===== config.mk =====
export PLATFORM = sky130hd
export DESIGN_NAME = days_between_dates_counter
export DESIGN_NICKNAME = d
export VERILOG_FILES = /design/src/dbd_pkg.sv /design/src/dbd_leap.sv /design/src/dbd_walk.sv /design/src/days_between_dates_counter.sv
export SDC_FILE = /design/constraint.sdc
export NUM_CORES = 1
export LEC_CHECK = 0
export BUFFER_PORTS_ARGS = -buffer_cell sky130_fd_sc_hd__buf_2
export CORE_MARGIN = 1.5
export CORE_UTILIZATION = 42
export DETAILED_ROUTE_END_ITERATION = 8
export GPL_TIMING_DRIVEN = 0
export HOLD_SLACK_MARGIN = 0.15
export PLACE_DENSITY = 0.67
export SLEW_MARGIN = 25
export SYNTH_ARGS = -nofsm -noshare
export SYNTH_HDL_FRONTEND = slang
export SYNTH_SLANG_ARGS = --single-unit

===== constraint.sdc =====
create_clock -name clock -period 17.25 [get_ports clock]
set_clock_uncertainty 0.05 [all_clocks]
set_input_delay 2.5875 -clock clock [delete_from_list [all_inputs] [get_ports clock]]
set_output_delay 2.5875 -clock clock [all_outputs]
set_load 0.005 [all_outputs]

===== src/dbd_pkg.sv =====
// ----------------------------------------------------------------------------
// dbd_pkg - shared types and constants for the Gregorian day counter
// Date word layout, status codes, month length table and the date checks
// used by the sequencer and the day walker.
// ----------------------------------------------------------------------------
package dbd_pkg;

   // Field widths of one date and of the day count
   localparam int unsigned DayWidth   = 5;
   localparam int unsigned MonthWidth = 4;
   localparam int unsigned YearWidth  = 14;
   localparam int unsigned CountWidth = 22;

   // Highest year accepted as valid
   localparam logic [YearWidth-1:0] MAX_YEAR = 14'd9999;

   // Month codes that the stepper tests against
   localparam logic [MonthWidth-1:0] MONTH_JAN = 4'd1;
   localparam logic [MonthWidth-1:0] MONTH_FEB = 4'd2;
   localparam logic [MonthWidth-1:0] MONTH_DEC = 4'd12;

   // Divide-by-25 reciprocal: floor(y / 25) = (y * RECIP_25) >> RECIP_SHIFT for y < 2**14
   localparam int unsigned RecipShift = 19;
   localparam int unsigned ProdWidth  = YearWidth + 15;
   localparam logic [14:0] RECIP_25   = 15'd20972;

   // Result status codes
   typedef logic [1:0] status_type;
   localparam status_type STATUS_OK        = 2'd0;
   localparam status_type STATUS_BAD_START = 2'd1;
   localparam status_type STATUS_BAD_END   = 2'd2;

   // One calendar date; packed so that a plain compare orders valid dates
   typedef struct packed {
      logic [YearWidth-1:0]  year;
      logic [MonthWidth-1:0] month;
      logic [DayWidth-1:0]   day;
   } date_type;

   // Controls from the sequencer to the day walker
   typedef struct packed {
      logic load;
      logic step;
   } walk_ctrl_type;

   // Days per month in a common year; codes that are no month give 0
   localparam logic [DayWidth-1:0] MONTH_LEN [16] = '{
      5'd0,  5'd31, 5'd28, 5'd31, 5'd30, 5'd31, 5'd30, 5'd31,
      5'd31, 5'd30, 5'd31, 5'd30, 5'd31, 5'd0,  5'd0,  5'd0
   };

   // Length of a month, February stretched in a leap year
   function automatic logic [DayWidth-1:0] month_days(input logic [MonthWidth-1:0] month,
                                                      input logic leap);
      logic [DayWidth-1:0] len;
      len = MONTH_LEN[month];
      if (month == MONTH_FEB && leap) begin
         len = 5'd29;
      end
      return len;
   endfunction

   // Year in range, month known, day between 1 and the month length
   function automatic logic date_valid(input date_type d, input logic leap);
      return (d.year <= MAX_YEAR) && (d.day != '0) && (d.day <= month_days(d.month, leap));
   endfunction

endpackage


===== src/dbd_leap.sv =====
// ----------------------------------------------------------------------------
// dbd_leap - two-stage leap year unit
// Takes a year each cycle and gives its leap flag from the second stage. The
// divide-by-25 test uses a reciprocal product, registered before the check.
// ----------------------------------------------------------------------------
module dbd_leap (
   input  logic                           clock,
   input  logic [dbd_pkg::YearWidth-1:0]  year,
   output logic                           leap
);

   logic [dbd_pkg::YearWidth-1:0] year_ff;
   logic [dbd_pkg::ProdWidth-1:0] prod_ff;
   logic [dbd_pkg::ProdWidth-1:0] prod_in;
   logic                          leap_ff;
   logic                          leap_in;
   logic [9:0]                    quot;
   logic [dbd_pkg::YearWidth-1:0] mult25;
   logic                          div25;

   // Stage one: reciprocal product
   assign prod_in = dbd_pkg::ProdWidth'(year) * dbd_pkg::ProdWidth'(dbd_pkg::RECIP_25);

   always_ff @(posedge clock) begin
      year_ff <= year;
      prod_ff <= prod_in;
   end

   // Stage two: rebuild quotient times 25 and test divisibility
   assign quot   = prod_ff[dbd_pkg::ProdWidth-1:dbd_pkg::RecipShift];
   assign mult25 = dbd_pkg::YearWidth'({quot, 4'b0000}) + dbd_pkg::YearWidth'({quot, 3'b000})
                 + dbd_pkg::YearWidth'(quot);
   assign div25  = (mult25 == year_ff);

   // Leap: by 4, and not by 100 unless by 400 (by 100 = by 4 and 25, by 400 = by 16 and 25)
   assign leap_in = (year_ff[1:0] == 2'b00) && (!div25 || (year_ff[3:0] == 4'b0000));

   always_ff @(posedge clock) begin
      leap_ff <= leap_in;
   end

   assign leap = leap_ff;

endmodule


===== src/dbd_walk.sv =====
// ----------------------------------------------------------------------------
// dbd_walk - day walker
// Holds the walking date, the target date and the step count. Advances the
// walking date by one calendar day per step and reports whether it is
// still earlier than the target.
// ----------------------------------------------------------------------------
module dbd_walk (
   input  logic                            clock,
   input  dbd_pkg::walk_ctrl_type          ctrl,
   input  dbd_pkg::date_type               start_date,
   input  dbd_pkg::date_type               end_date,
   input  logic                            leap,
   output dbd_pkg::date_type               walk_date,
   output dbd_pkg::date_type               target_date,
   output logic [dbd_pkg::CountWidth-1:0]  day_count,
   output logic                            earlier
);

   dbd_pkg::date_type               walk_ff;
   dbd_pkg::date_type               walk_in;
   dbd_pkg::date_type               target_ff;
   dbd_pkg::date_type               next_date;
   logic [dbd_pkg::CountWidth-1:0]  count_ff;
   logic [dbd_pkg::CountWidth-1:0]  count_in;
   logic                            last_day;

   // Next calendar day after the walking date
   assign last_day = (walk_ff.day == dbd_pkg::month_days(walk_ff.month, leap));

   always_comb begin
      next_date = walk_ff;
      if (last_day) begin
         next_date.day = 5'd1;
         if (walk_ff.month == dbd_pkg::MONTH_DEC) begin
            next_date.month = dbd_pkg::MONTH_JAN;
            next_date.year  = walk_ff.year + 1'b1;
         end else begin
            next_date.month = walk_ff.month + 1'b1;
         end
      end else begin
         next_date.day = walk_ff.day + 1'b1;
      end
   end

   // Load a new pair, advance one day, or hold
   always_comb begin
      walk_in  = walk_ff;
      count_in = count_ff;
      if (ctrl.load) begin
         walk_in  = start_date;
         count_in = '0;
      end else if (ctrl.step) begin
         walk_in  = next_date;
         count_in = count_ff + 1'b1;
      end
   end

   always_ff @(posedge clock) begin
      walk_ff  <= walk_in;
      count_ff <= count_in;
      if (ctrl.load) begin
         target_ff <= end_date;
      end
   end

   assign walk_date   = walk_ff;
   assign target_date = target_ff;
   assign day_count   = count_ff;
   assign earlier     = (walk_ff < target_ff);

endmodule


===== src/days_between_dates_counter.sv =====
// ----------------------------------------------------------------------------
// days_between_dates_counter - Gregorian day counter, top level
// Counts the days from a start date to an end date by walking one day a
// cycle, with a validity check on both dates.
// ----------------------------------------------------------------------------
// Usage:
//   Drive the six req_ date fields and raise start; the word is taken at the
//   clock edge where start is high and busy is low. busy then stays high
//   until the result is issued.
//   States LEAP_S, LEAP_E, VAL_S and VAL_E fetch both leap flags and check
//   both dates. An invalid date ends the job there. Otherwise the walker
//   advances one day per cycle through the step and compare unit until the
//   walking date reaches the end date.
//   An invalid date gives its result from VAL_E; a valid pair gives it from
//   WALK once the walking date is no longer earlier, with a count of 0 when
//   the start is not earlier than the end. One job at a time; a new word
//   may be given in the cycle that rsp_valid is high.
//   rsp_valid is high for one cycle with rsp_day_count and rsp_status; the
//   receiver has no way to hold it off and must take it then.
//   Reset (synchronous, active high) returns the sequencer to idle and drops
//   any job in progress without a result.
// ----------------------------------------------------------------------------
module days_between_dates_counter (
   input  logic                            clock,
   input  logic                            reset,
   input  logic                            start,
   output logic                            busy,
   input  logic [dbd_pkg::DayWidth-1:0]    req_start_day,
   input  logic [dbd_pkg::MonthWidth-1:0]  req_start_month,
   input  logic [dbd_pkg::YearWidth-1:0]   req_start_year,
   input  logic [dbd_pkg::DayWidth-1:0]    req_end_day,
   input  logic [dbd_pkg::MonthWidth-1:0]  req_end_month,
   input  logic [dbd_pkg::YearWidth-1:0]   req_end_year,
   output logic                            rsp_valid,
   output logic [dbd_pkg::CountWidth-1:0]  rsp_day_count,
   output logic [1:0]                      rsp_status
);

   // Sequencer states
   localparam logic [2:0] ST_IDLE   = 3'd0;
   localparam logic [2:0] ST_LEAP_S = 3'd1;
   localparam logic [2:0] ST_LEAP_E = 3'd2;
   localparam logic [2:0] ST_VAL_S  = 3'd3;
   localparam logic [2:0] ST_VAL_E  = 3'd4;
   localparam logic [2:0] ST_WALK   = 3'd5;

   logic [2:0]                      state_ff;
   logic [2:0]                      state_in;
   logic                            start_ok_ff;
   logic                            start_ok_in;
   logic                            rsp_valid_ff;
   logic                            rsp_valid_in;
   logic [dbd_pkg::CountWidth-1:0]  rsp_count_ff;
   logic [dbd_pkg::CountWidth-1:0]  rsp_count_in;
   dbd_pkg::status_type             rsp_status_ff;
   dbd_pkg::status_type             rsp_status_in;

   dbd_pkg::walk_ctrl_type          walk_ctrl;
   dbd_pkg::date_type               req_start_date;
   dbd_pkg::date_type               req_end_date;
   dbd_pkg::date_type               walk_date;
   dbd_pkg::date_type               target_date;
   logic [dbd_pkg::CountWidth-1:0]  walk_count;
   logic                            earlier;
   logic [dbd_pkg::YearWidth-1:0]   leap_year_sel;
   logic                            leap;
   logic                            accept;

   assign accept = start && (state_ff == ST_IDLE);
   assign busy   = (state_ff != ST_IDLE);

   assign req_start_date = '{year: req_start_year, month: req_start_month, day: req_start_day};
   assign req_end_date   = '{year: req_end_year, month: req_end_month, day: req_end_day};

   // Feed the end year only in its slot; the walking year otherwise
   assign leap_year_sel = (state_ff == ST_LEAP_E) ? target_date.year : walk_date.year;

   dbd_leap u_leap (
      .clock (clock),
      .year  (leap_year_sel),
      .leap  (leap)
   );

   dbd_walk u_walk (
      .clock       (clock),
      .ctrl        (walk_ctrl),
      .start_date  (req_start_date),
      .end_date    (req_end_date),
      .leap        (leap),
      .walk_date   (walk_date),
      .target_date (target_date),
      .day_count   (walk_count),
      .earlier     (earlier)
   );

   // Sequence: load, fetch leap flags, check dates, walk if both are valid, issue result
   always_comb begin
      state_in       = state_ff;
      start_ok_in    = start_ok_ff;
      rsp_valid_in   = 1'b0;
      rsp_count_in   = rsp_count_ff;
      rsp_status_in  = rsp_status_ff;
      walk_ctrl.load = 1'b0;
      walk_ctrl.step = 1'b0;
      case (state_ff)
         ST_IDLE: begin
            if (accept) begin
               walk_ctrl.load = 1'b1;
               state_in       = ST_LEAP_S;
            end
         end
         ST_LEAP_S: begin
            state_in = ST_LEAP_E;
         end
         ST_LEAP_E: begin
            state_in = ST_VAL_S;
         end
         ST_VAL_S: begin
            start_ok_in = dbd_pkg::date_valid(walk_date, leap);
            state_in    = ST_VAL_E;
         end
         ST_VAL_E: begin
            if (!start_ok_ff) begin
               rsp_valid_in  = 1'b1;
               rsp_count_in  = '0;
               rsp_status_in = dbd_pkg::STATUS_BAD_START;
               state_in      = ST_IDLE;
            end else if (!dbd_pkg::date_valid(target_date, leap)) begin
               rsp_valid_in  = 1'b1;
               rsp_count_in  = '0;
               rsp_status_in = dbd_pkg::STATUS_BAD_END;
               state_in      = ST_IDLE;
            end else begin
               state_in = ST_WALK;
            end
         end
         ST_WALK: begin
            if (earlier) begin
               walk_ctrl.step = 1'b1;
            end else begin
               rsp_valid_in  = 1'b1;
               rsp_count_in  = walk_count;
               rsp_status_in = dbd_pkg::STATUS_OK;
               state_in      = ST_IDLE;
            end
         end
         default: begin
            state_in = ST_IDLE;
         end
      endcase
   end

   // Control registers
   always_ff @(posedge clock) begin
      if (reset) begin
         state_ff     <= ST_IDLE;
         rsp_valid_ff <= 1'b0;
      end else begin
         state_ff     <= state_in;
         rsp_valid_ff <= rsp_valid_in;
      end
   end

   // Payload registers
   always_ff @(posedge clock) begin
      start_ok_ff   <= start_ok_in;
      rsp_count_ff  <= rsp_count_in;
      rsp_status_ff <= rsp_status_in;
   end

   assign rsp_valid     = rsp_valid_ff;
   assign rsp_day_count = rsp_count_ff;
   assign rsp_status    = rsp_status_ff;

endmodule


Yosys cells after proc, flatten, opt, wreduce, memory -nomap -nowiden
Memories as Yosys holds them, arrays and structs flattened.
Cells that the tools add are included.
{"block": "op_classes", "n_eq_ne": 13, "n_mul": 1, "reduce_logical": 24, "magnitude_cmp": 7, "n_addsub": 6, "mux": 37, "n_bitwise": 2}
{"cell": "22-bit 2-to-1 mux", "n": 3}
{"cell": "5-bit 2-to-1 mux", "n": 10}
{"cell": "23-bit 2-to-1 mux", "n": 2}
{"cell": "22-bit one-hot mux with 2 select lines", "n": 1}
{"cell": "14-bit less-or-equal comparator, second input constant", "n": 2}
{"cell": "14-bit 2-to-1 mux", "n": 2}
{"cell": "14-bit by 13-bit multiplier with 27-bit output, second input constant", "n": 1}
{"cell": "23-bit < comparator", "n": 1}
{"cell": "22-bit by 1-bit adder with 22-bit output, second input constant", "n": 1}
{"cell": "18-bit 2-to-1 mux", "n": 1}
{"cell": "3-bit one-hot mux with 6 select lines", "n": 1}
{"cell": "14-bit by 1-bit adder with 14-bit output, second input constant", "n": 1}
{"cell": "14-bit by 10-bit adder with 14-bit output", "n": 1}
{"cell": "14-bit by 13-bit adder with 14-bit output", "n": 1}
{"cell": "14-bit == test", "n": 1}
{"cell": "3-bit 2-to-1 mux", "n": 4}
{"cell": "5-bit greater-or-equal comparator, second input constant", "n": 2}
{"cell": "5-bit less-or-equal comparator", "n": 2}
{"cell": "4-bit NOT with 5-bit output", "n": 2}
{"cell": "5-bit nonzero test", "n": 2}
{"cell": "4-bit by 2-bit == test with 1-bit output, second input constant", "n": 2}
{"cell": "1-bit logical AND", "n": 8}
{"cell": "2-bit nonzero test", "n": 4}
{"cell": "1-bit 2-to-1 mux", "n": 7}
{"cell": "21 further kinds", "n": 28}
{"block": "word_totals", "memories": 2, "reg_bits": 139, "romBits": 160, "inputBits": 49, "output_inout_bits": 26, "wordCells": 107}
{"name": "(name not given)", "depth": 16, "word_bits": 5, "rd": 1, "rd_clocked_by_memory_dff": 0, "wr": 0, "line": "dbd_pkg.sv:56", "rtl": "len = MONTH_LEN[month];"}
{"name": "(name not given)", "depth": 16, "word_bits": 5, "rd": 1, "rd_clocked_by_memory_dff": 0, "wr": 0, "line": "dbd_pkg.sv:56"}

Logic depth before layout (Yosys ltp)
Gate-level depths: netlist of run 1.
{"block": "logic_depth", "ltp_word": 12, "depth_mapped": 23, "ltp_nobuf": 22}

By module
A second synthesis of run 1 with hierarchy kept.
{"block": "unflattened", "hier_cells": 966, "hier_area_um2": 10063.4}
{"module": "dbd_leap", "cells_per_inst": 459, "n_inst": 1, "area_per_inst_um2": 4645.7, "seq_area_each_um2": 500.5}
{"module": "dbd_walk", "cells_per_inst": 355, "n_inst": 1, "area_per_inst_um2": 3671.0, "seq_area_each_um2": 1821.7}
{"module": "days_between_dates_counter", "cells_per_inst": 152, "n_inst": 1, "area_per_inst_um2": 1746.7, "seq_area_each_um2": 830.8}

Least setup slack after synthesis of run 1
OpenSTA, ideal clock, no wires.
{"block": "synth_path", "path_kind": "reg2reg", "startpoint": "register state_ff[1]", "endpoint": "register u_leap.prod_ff[22] in the netlist's numbering", "synth_period_minus_slack_ns": 6.007, "stages_incl_launch_ff": 21, "path_buffers": 1, "setup_slack_ns": 11.243, "setup_time_ns": 0.072, "t_required_ns": 17.128, "arrival_ns": 5.885, "cell_sequence": "dfxtp_1 -> inv_1 -> nor3_2 -> buf_2 -> mux2i_1 -> inv_1 -> ha_1 -> fa_1 -> fa_1 -> inv_1 -> fa_1 -> fa_1 -> inv_1 -> ha_1 -> a2111oi_0 -> o21ai_0 -> o311ai_0 -> a21oi_1 -> or3_1 -> a21oi_1 -> xnor2_1"}
{"block": "synth_between", "elab_chain_cells": 3}
{"item": "start, declared", "line": "days_between_dates_counter.sv:47", "rtl": "logic [2:0] state_ff;"}
{"item": "start signal, assigned", "line": "days_between_dates_counter.sv:159", "rtl": "state_ff <= state_in;"}
{"item": "3-bit by 2-bit == test with 1-bit output", "line": "days_between_dates_counter.sv:76", "rtl": "assign leap_year_sel = (state_ff == ST_LEAP_E) ? target_date.year : walk_date.year;"}
{"item": "14-bit 2-to-1 mux", "line": "days_between_dates_counter.sv:76"}
{"item": "named net leap_year_sel (one bit)", "line": "days_between_dates_counter.sv:65", "rtl": "logic [dbd_pkg::YearWidth-1:0] leap_year_sel;"}
{"item": "14-bit by 13-bit multiplier with 27-bit output", "line": "dbd_leap.sv:22", "rtl": "assign prod_in = dbd_pkg::ProdWidth'(year) * dbd_pkg::ProdWidth'(dbd_pkg::RECIP_25);"}
{"item": "named net u_leap.prod_in (one bit)", "line": "dbd_leap.sv:14", "rtl": "logic [dbd_pkg::ProdWidth-1:0] prod_in;"}
{"item": "end signal, assigned", "line": "dbd_leap.sv:26", "rtl": "prod_ff <= prod_in;"}
{"item": "end, declared", "line": "dbd_leap.sv:13", "rtl": "logic [dbd_pkg::ProdWidth-1:0] prod_ff;"}
The timed path passes the listed nets, and every way through them passes these cells.
A chain may end at the register's enable or synchronous reset.

Worst setup path in the final report of run 1
{"block": "layout_path", "startpoint": "register state_ff[1]", "endpoint": "register u_leap.prod_ff[28] in the netlist's numbering"}
Same word-level chain as after synthesis.

==> results of run 1 <==
registers in the layout, summed over array words and instances, names as in the netlist:
| signal | cells |
|---|---|
| u_walk.target_date | 23 |
| u_walk.walk_date | 23 |
| rsp_day_count | 22 |
| u_walk.day_count | 22 |
| u_leap.year_ff | 14 |
| u_leap.prod_ff | 10 |
| state_ff | 3 |
| rsp_status | 2 |
| rsp_valid | 1 |
| start_ok_ff | 1 |
| u_leap.leap | 1 |
per-layer routing:
metal  vias to the layer above  track usage
met5                         -            0
met4                         0       0.0785
met3                        35       0.0267
met2                       153        0.324
met1                      3354        0.232
li1                       3488            -
logic make-up after synthesis:
family / count (synthesis)
flops: 122
compound gates: 151
mux: 18
fa+ha+maj: 210
simple gates: 225
xor+xnor: 67
buf+inv: 155
final timing paths:
check                                          from                           endpoint  slack, ns  cells past startpoint
hold reg to reg   u_walk.day_count[20]$_SDFFE_PP0P_  u_walk.day_count[20]$_SDFFE_PP0P_       0.41                      2
hold / removal    u_walk.day_count[20]$_SDFFE_PP0P_  u_walk.day_count[20]$_SDFFE_PP0P_       0.41                      2
setup reg to reg           state_ff[1]$_SDFFE_PP0P_         u_leap.prod_ff[28]$_DFF_P_      10.29                     21
setup / recovery           state_ff[1]$_SDFFE_PP0P_         u_leap.prod_ff[28]$_DFF_P_      10.29                     21
through the flow:
step | utilization | hold WS [ns] | setup WS, ns | area (µm²)
floorplan | - | 0.385 | 11.24 | 9770
global route | 0.491 | 0.438 | 9.82 | 11100
detailed placement | 0.465 | 0.404 | 10.26 | 10600
CTS | 0.491 | 0.412 | 10.24 | 11100
finish | 0.491 | 0.413 | 10.29 | 11100
global placement | 0.462 | 0.394 | 10.38 | 10500
cell type report:
type	count	share of cell area
plain buffers	17	0.00696
clock buffers	17	0.0382
clock inverters	15	0.0136
inverters	138	0.0465
multi-input cells	671	0.542
flip-flops and latches	122	0.283
well taps	285	0.0320
repair buffers	78	0.0377
synth_stat cells (all sizes together) (2+ instances only):
library cell and count:
o21a 4, mux2 2, a211oi 3, nand2 57, nor2b 5, and3 6, xor2 30, o211ai 11
o31ai 11, a31oi 5, fa 61, edfxtp 71, xnor2 37, a21oi 44, or3 4, buf 7
nor3 12, and2 23, nor4 4, a21o 20, nand2b 5, o21ai 28, nor2 48, inv 138
a221oi 3, mux2i 16, and4 4, ha 149, nand3 26, nand4 13, o21bai 9, clkbuf 10
a22o 2, or4 13, dfxtp 51
worst register-to-register path: cells and delay by family (launching register included):
kind	cells	cell delay, ns
xor gates and xnor gates	1	0.13
adders and majority gates	6	2.69
muxes	1	0.66
buffers and inverters	5	0.90
DFF	1	0.38
AOI/OAI and AO/OA	6	1.22
and+or+nand+nor	2	0.87
==> flow_metrics.py, run 1 <==
metrics = {
    "setup_path": {
        "worst-path-buf-inv": 5,
        "critPathTopFamily": "adder cells",
        "crit_path_end_kind": "register",
        "slowest_stage": "mux2i_1",
        "path_max_fanout": 10,
        "cp.required_ns": 17.55,
        "crit_chain": "inv_1 -> nor3_2 -> buf_2 -> mux2i_1 -> inv_1 -> ha_1 -> fa_1 -> fa_1 -> inv_1 -> fa_1 -> fa_1 -> inv_1 -> ha_1 -> a2111oi_0 -> o21ai_0 -> o311ai_0 -> a21oi_1 -> nor2_1 -> o211ai_1 -> a31oi_1 -> xnor2_1",
        "arrival_ns": 7.26,
        "cp_slowest_stage_delay_ns": 0.66,
        "worstSetupStartpointType": "register",
        "criticalPathCategory": "register to register",
    },
    "synth": {
        "synthAdderAreaFrac": 0.316,
        "synth_edf_count": 71,
        "synthCells": 948,
        "syn_avg_cell_area_um2": 10.3,
        "yosys-top-cells-area": "edfxtp_1 (22%), ha_1 (19%), fa_1 (13%), dfxtp_1 (10%), inv_1 (5.3%)",
        "synth.distinct_cells": 59,
        "yosysTopAreaCell": "edfxtp_1",
        "synth_xor_area_frac": 0.0601,
        "synth_top_family_by_area": "adder cells",
        "synth_flop_cell": "edfxtp_1",
        "muxShareOfSynthArea": 0.0187,
        "synth_seq_area_share": 0.323,
        "yosysTopAreaCellShare": 0.218,
        "syn_nets": 1207,
        "synth_compound_area_frac": 0.104,
        "ys_warn_count": 0,
        "synthSimpleGateAreaFrac": 0.117,
        "syn_area_um2": 9770,
        "async_flop_share": 0,
        "ys_ff_latch": 122,
    },
    "cells_and_area": {
        "mostFrequentLayoutCell": "ha_1",
        "multi_input_area_um2": 6040,
        "antennaDiodeCount": 0,
        "num-fill-cells": 2088,
        "final_layout_size_suffix_gt1_frac": 0.125,
        "stdcell_count": 1343,
        "nets": 1304,
        "final-seq-area_um2": 3150,
        "areaGrowthSynthToFinish_pct": 14.1,
        "final_cell_mix": "ha_1 (149), inv_1 (138), buf_2 (78), edfxtp_1 (71), fa_1 (61)",
    },
    "timing": {
        "setup_viol": 0,
        "hold_violations": 0,
        "fin_crit_sh": 0.403,
        "relSlewSlack": 0.454,
        "slew_violations": 0,
        "min_period_ns": 6.96,
        "max_freq_ghz": 0.144,
        "rsz0062_at_grt": "false",
        "tightestPinTransition_ns": 0.796,
        "finalSetupTns_ns": 0,
    },
    "global_routing": {
        "grt_pass1_vias": 7350,
        "grt_antenna_before_repair": 0,
        "grt_pass1_wl_um": 35200,
        "grt_max_degree": 22,
        "gr-total-overflow": 0,
        "grt_usage": 0.186,
    },
    "route": {
        "wl_met2_um": 10300,
        "top_layer": "met4",
        "met3WireLength_um": 773,
        "vias": 7030,
        "drtAntennaViolNets": 0,
        "routedLengthMet1_um": 9540,
        "post-route-drc-count": 0,
        "routed_wl_um": 21200,
        "first_pass_iters": 4,
        "wl_per_cell_um": 15.8,
        "via_per_inst": 5.23,
        "drt_iter0_drc": 343,
    },
    "worst_hold_path": {
        "hold_class": "register to register",
    },
    "place": {
        "place_congestion": 0.840,
        "dp_hpwl_um": 17300,
        "port_buffers": 74,
        "dp.cells": 1311,
    },
    "clock_tree": {
        "clk_path_buf_depth": 2,
        "ctsResizeCount": 0,
        "clk_pin_slew_ns": 0.06,
        "cts_buffers": 17,
        "postCtsSetupRepairBufs": 0,
        "clock_latency_ns": 0.42,
        "hold_buffers": 0,
        "cts_sinks": 122,
        "htree_levels": 4,
        "cts_root_buf": "clkbuf_16",
        "cts_tree": "yes",
    },
    "floorplan": {
        "die_area_um2": 24200,
        "die-height_um": 155,
        "fp.dieW_um": 155,
        "start_util": 0.430,
        "core.rowCount": 55,
        "fp.coreArea_um2": 22700,
        "io-pin-count": 75,
    },
    "flow_run": {
        "drv_cap": 0,
    },
    "status": {
        "status": "completed",
    },
}
Power of run 1 is not shown: default switching activity piles up to over one toggle a cycle in this logic, so the estimate is an artifact.
==> run 2, diff against run 1 <==
- PLACE_DENSITY: 0.67 -> 0.69
- clock period: 17.25 -> 5.65 ns (I/O delays scaled with it)
==> run 2 against run 1 <==
  * Cell count is 2.4% higher
  * Core utilization is 2.9 points higher
  * Global-route usage is 0.18 points higher
  * Sequential share of layout area is 1.5 points lower
  * Via count is 1.7% higher
  * Routed wire length is 5.1% higher
  * Register-to-register slack worse by 10 ns
  * Design area is 5.9% higher
  * Non-clock buffer count is 32 higher
  * Critical path depth stayed put
  * Critical path type unchanged
  * Highest routed layer unchanged
==> flow_metrics.py, run 2 (synthesis gave the netlist of run 1 again) <==
metrics = {
    "setup_path": {
        "r2r_setup_slack_ns": 0.16,
        "crit_chain": "nor3_4 -> buf_12 -> buf_4 -> mux2i_4 -> buf_4 -> xor2_1 -> ha_1 -> ha_1 -> fa_1 -> fa_1 -> inv_1 -> fa_1 -> inv_1 -> ha_1 -> o21ai_4 -> nor2_4 -> a2bb2oi_4 -> a21oi_4 -> or3_4 -> a21oi_2 -> xnor2_1",
        "cp.required_ns": 5.96,
        "slowest_stage": "fa_1",
        "cp_slowest_stage_delay_ns": 0.53,
        "worst-path-buf-inv": 5,
        "crit_path_end_kind": "register",
        "reg2reg_depth": 21,
        "worstSetupStartpointType": "register",
        "timing.rr.start": "state_ff[0]$_SDFFE_PP0P_",
        "r2r-end": "u_leap.prod_ff[22]$_DFF_P_",
        "path_max_fanout": 9,
        "arrival_ns": 5.79,
        "criticalPathCategory": "register to register",
        "critPathTopFamily": "adder cells",
    },
    "timing": {
        "hold_violations": 0,
        "finalSetupTns_ns": 0,
        "relSlewSlack": 0.489,
        "slew_violations": 0,
        "setup_viol": 0,
        "fin_crit_sh": 0.971,
        "min_period_ns": 5.49,
        "fin_hold_ws_ns": 0.415,
        "layout_setup_ws_ns": 0.164,
        "max_freq_ghz": 0.182,
        "tightestPinTransition_ns": 0.763,
    },
    "cells_and_area": {
        "final_layout_size_suffix_gt1_frac": 0.183,
        "mostFrequentLayoutCell": "ha_1",
        "nets": 1336,
        "areaGrowthSynthToFinish_pct": 20.8,
        "stdcell_count": 1375,
        "multi_input_area_um2": 6350,
        "antennaDiodeCount": 0,
        "final-seq-area_um2": 3160,
        "num-fill-cells": 1968,
        "final_cell_mix": "ha_1 (144), inv_1 (128), buf_2 (76), edfxtp_1 (71), fa_1 (61)",
    },
    "floorplan": {
        "start_util": 0.430,
        "die-height_um": 155,
        "core.rowCount": 55,
        "fp.coreArea_um2": 22700,
        "io-pin-count": 75,
        "fp.dieW_um": 155,
        "die_area_um2": 24200,
    },
    "route": {
        "routed_wl_um": 22300,
        "via_per_inst": 5.20,
        "wl_per_cell_um": 16.2,
        "vias": 7149,
        "post-route-drc-count": 0,
        "first_pass_iters": 5,
        "drtAntennaViolNets": 0,
        "drt_iter0_drc": 356,
    },
    "flow_run": {
        "drv_cap": 0,
    },
    "global_routing": {
        "gr-total-overflow": 0,
        "grt_max_degree": 23,
        "grt_pass1_wl_um": 35500,
        "grt_antenna_before_repair": 0,
        "grt_usage": 0.188,
        "grt_pass1_vias": 7293,
    },
    "clock_tree": {
        "htree_levels": 4,
        "hold_buffers": 0,
        "clk_path_buf_depth": 2,
        "cts_root_buf": "clkbuf_16",
        "cts_sinks": 122,
        "cts_tree": "yes",
        "cts_buffers": 17,
        "clock_latency_ns": 0.43,
        "clk_pin_slew_ns": 0.06,
    },
    "place": {
        "dp.cells": 1310,
        "place_congestion": 0.851,
        "port_buffers": 74,
        "dp_hpwl_um": 17000,
        "dp_slack_ns": -0.866,
    },
    "worst_hold_path": {
        "worstHoldEndpoint": "u_walk.day_count[21]$_SDFFE_PP0P_",
        "hp-start": "u_walk.day_count[21]$_SDFFE_PP0P_",
        "min_path_cells": 2,
        "hold_class": "register to register",
    },
    "status": {
        "status": "completed",
    },
}
-- run 2: per-layer routing --
metal | GRT usage | part of all wire | vias to the layer above
met3 | 0.0234 | 0.030 | 25
met4 | 0.0626 | 0.019 | 0
met2 | 0.328 | 0.50 | 146
met5 | 0 | 0 | -
li1 | - | - | 3555
met1 | 0.242 | 0.45 | 3423
-- run 2: timing repair --
item / 4_1_cts / 5_1_grt
buffers inserted: 10 / 23
pin swaps: 7 / 13
cloned: 0 / 1
resized for setup: 36 / 28
endpoints found under the setup margin: 10 / 10
-- run 2: layout make-up --
class | instances | area share
Tap cell | 285 | 0.0302
Inverter | 138 | 0.0444
Sequential cell | 122 | 0.267
Buffer | 16 | 0.00742
Multi-Input combinational cell | 671 | 0.538
Clock buffer | 23 | 0.0442
Clock inverter | 9 | 0.00795
Timing Repair Buffer | 111 | 0.0601
-- run 2: worst max-delay path by stage --
stage / startpoint / endpoint / slack, ns / depth (start not counted)
after CTS: state_ff[2]$_SDFFE_PP0P_ / u_leap.prod_ff[22]$_DFF_P_ / 0.02 / 23
after floorplan: state_ff[1]$_SDFFE_PP0P_ / u_leap.prod_ff[22]$_DFF_P_ / 0.04 / 20
final: state_ff[0]$_SDFFE_PP0P_ / u_leap.prod_ff[22]$_DFF_P_ / 0.16 / 21
after detailed placement: state_ff[1]$_SDFFE_PP0P_ / u_leap.prod_ff[24]$_DFF_P_ / -0.87 / 21
after global routing: state_ff[1]$_SDFFE_PP0P_ / u_leap.prod_ff[26]$_DFF_P_ / -0.05 / 23
after global placement: state_ff[1]$_SDFFE_PP0P_ / u_leap.prod_ff[24]$_DFF_P_ / -0.74 / 19
-- run 2: metrics by stage --
stage | utilization | area (µm²)
CTS | 0.504 | 11400
global route | 0.520 | 11800
floorplan | - | 9800
detailed placement | 0.466 | 10600
finish | 0.520 | 11800
global placement | 0.463 | 10500
-- run 2: worst min-delay path, delay by kind of cell (launching register included) --
| family | cells | cell delay (ns) |
|---|---|---|
| simple gates | 1 | 0.05 |
| mux | 1 | 0.05 |
| flops | 1 | 0.31 |
Power of run 2 is left out for the same reason.
==> run 3, diff against run 2 <==
- CORE_UTILIZATION: 42 -> 57
- CTS_BUF_LIST: default -> sky130_fd_sc_hd__clkbuf_4
- PLACE_DENSITY: 0.69 -> 0.87
==> run 3 against run 2 <==
  * The flow now finishes with violations (negative setup slack)
  * Fmax fell by 4.7%
  * Via count grew 14%
  * Sequential share of layout area increased by 0.88 points
  * Routed wire length grew 20%
  * Global-route usage is 8.0 points higher
  * Worst hold slack lost 0.022 ns
  * Worst setup slack got worse by 0.27 ns
  * Non-clock buffer count grew 1
  * Flip-flop and latch count did not move
  * Core utilization rose by 17 points
  * Clock-buffer cell count down 6
  * Critical path type unchanged
  * Largest cell class unchanged
  * Highest routed layer unchanged
==> flow_metrics.py, run 3 (synthesis gave the netlist of run 1 again) <==
metrics = {
    "status": {
        "status": "finished, violations left",
        "violations": "negative setup slack",
    },
    "setup_path": {
        "criticalPathCategory": "register to register",
        "worstSetupStartpointType": "register",
        "crit_path_end_kind": "register",
        "cp.required_ns": 6.10,
        "arrival_ns": 6.21,
        "path_max_fanout": 7,
    },
    "route": {
        "drtAntennaViolNets": 0,
        "vias": 8135,
        "via_per_inst": 6.21,
        "wl_per_cell_um": 20.5,
        "post-route-drc-count": 0,
        "routed_wl_um": 26800,
        "first_pass_iters": 7,
        "drt_iter0_drc": 781,
    },
    "timing": {
        "tightestPinTransition_ns": 0.719,
        "max_freq_ghz": 0.174,
        "fin_crit_sh": 1.02,
        "layout_setup_ws_ns": -0.109,
        "hold_violations": 0,
        "relSlewSlack": 0.521,
        "setup_viol": 6,
        "min_period_ns": 5.76,
        "slew_violations": 0,
    },
    "flow_run": {
        "drv_cap": 0,
    },
    "global_routing": {
        "grt_antenna_before_repair": 0,
        "grt_pass1_vias": 7833,
        "gr-total-overflow": 0,
        "grt_pass1_wl_um": 37500,
        "grt_usage": 0.268,
        "grt_max_degree": 22,
    },
    "cells_and_area": {
        "nets": 1337,
        "num-fill-cells": 1062,
        "mostFrequentLayoutCell": "ha_1",
        "final_layout_size_suffix_gt1_frac": 0.192,
        "antennaDiodeCount": 0,
        "stdcell_count": 1311,
        "areaGrowthSynthToFinish_pct": 17.1,
        "final_cell_mix": "ha_1 (145), inv_1 (125), buf_2 (77), edfxtp_1 (71), fa_1 (59)",
        "utilization": 0.687,
    },
    "place": {
        "dp_slack_ns": -0.893,
        "port_buffers": 74,
        "dp_hpwl_um": 17100,
        "place_congestion": 0.866,
        "dp.cells": 1245,
    },
    "clock_tree": {
        "clock_latency_ns": 0.59,
        "cts_buffers": 17,
        "cts_sinks": 122,
        "cts_tree": "yes",
        "clk_path_buf_depth": 2,
        "htree_levels": 4,
        "cts_root_buf": "clkbuf_4",
        "clk_pin_slew_ns": 0.13,
        "hold_buffers": 0,
    },
    "floorplan": {
        "start_util": 0.587,
        "io-pin-count": 75,
        "die-height_um": 134,
        "fp.dieW_um": 134,
        "core.rowCount": 47,
        "fp.coreArea_um2": 16600,
        "die_area_um2": 17900,
    },
    "worst_hold_path": {
        "hold_class": "input port to register",
    },
}
[run 3: changes by cell type in the layout (fill, tap and decap cells not counted), moves of 3 or more]
cell	previous run	this run
inv_1	128	125
buf_12	2	5
inv_2	8	11
clkbuf_16	21	0
clkinv_1	0	3
buf_4	31	27
clkbuf_4	0	17
[run 3: per-layer routing]
| metal | global-route usage | part of all wire | vias up |
|---|---|---|---|
| met2 | 0.457 | 0.48 | 610 |
| met5 | 0 | 0 | - |
| met1 | 0.319 | 0.35 | 3775 |
| met4 | 0.149 | 0.077 | 0 |
| li1 | - | - | 3554 |
| met3 | 0.0506 | 0.092 | 196 |
[run 3: worst paths after layout]
path,start,to,slack [ns],cells past startpoint
max,state_ff[2]$_SDFFE_PP0P_,u_leap.prod_ff[28]$_DFF_P_,-0.11,25
min,req_end_day[0],u_walk.target_date[0]$_DFFE_PP_,0.39,1
max reg2reg,state_ff[2]$_SDFFE_PP0P_,u_leap.prod_ff[28]$_DFF_P_,-0.11,25
min reg2reg,u_walk.day_count[21]$_SDFFE_PP0P_,u_walk.day_count[21]$_SDFFE_PP0P_,0.44,2
[run 3: area by class of cell]
| cell class | instances | area (µm²) | share of cell area |
|---|---|---|---|
| multi-input combinational | 671 | 6340 | 0.555 |
| sequential | 122 | 3160 | 0.276 |
| timing repair buffer | 111 | 746 | 0.0652 |
| inverter | 138 | 524 | 0.0459 |
| tap | 220 | 275 | 0.0241 |
| clock inverter | 15 | 171 | 0.0150 |
| clock buffer | 17 | 128 | 0.0112 |
| buffer | 17 | 87.6 | 0.00766 |
[run 3: worst max-delay path, cell delays in order, from the launching register on]
cell	delay [ns]
dfxtp_1	0.32
buf_2	0.17
nor3_4	0.20
buf_8	0.16
buf_12	0.12
mux2i_4	0.27
buf_6	0.17
xor2_2	0.08
ha_1	0.22
o21bai_4	0.21
ha_1	0.30
inv_1	0.06
fa_1	0.48
inv_1	0.06
fa_1	0.54
inv_1	0.07
fa_1	0.55
inv_2	0.05
ha_4	0.26
a21o_1	0.20
a21o_1	0.21
a22o_1	0.24
nor2_2	0.17
o211ai_1	0.16
a31oi_1	0.20
xnor2_1	0.14
[run 3: timing repair]
action,CTS,global route
gates cloned,0,0
endpoints found under the setup margin,10,10
gates resized for setup,31,40
buffers inserted,12,22
pin swaps,4,16
[run 3: through the flow]
| step | setup TNS (ns) | instance area [µm²] | hold slack, ns |
|---|---|---|---|
| final | -0.349 | 11400 | 0.393 |
| after CTS | -0.00600 | 11100 | 0.370 |
| after floorplan | 0 | 9800 | 0.385 |
| after global routing | -1.17 | 11400 | 0.381 |
| after global placement | -6.17 | 10400 | 0.394 |
| after detailed placement | -7.61 | 10500 | 0.412 |
Power of run 3 is left out for the same reason.
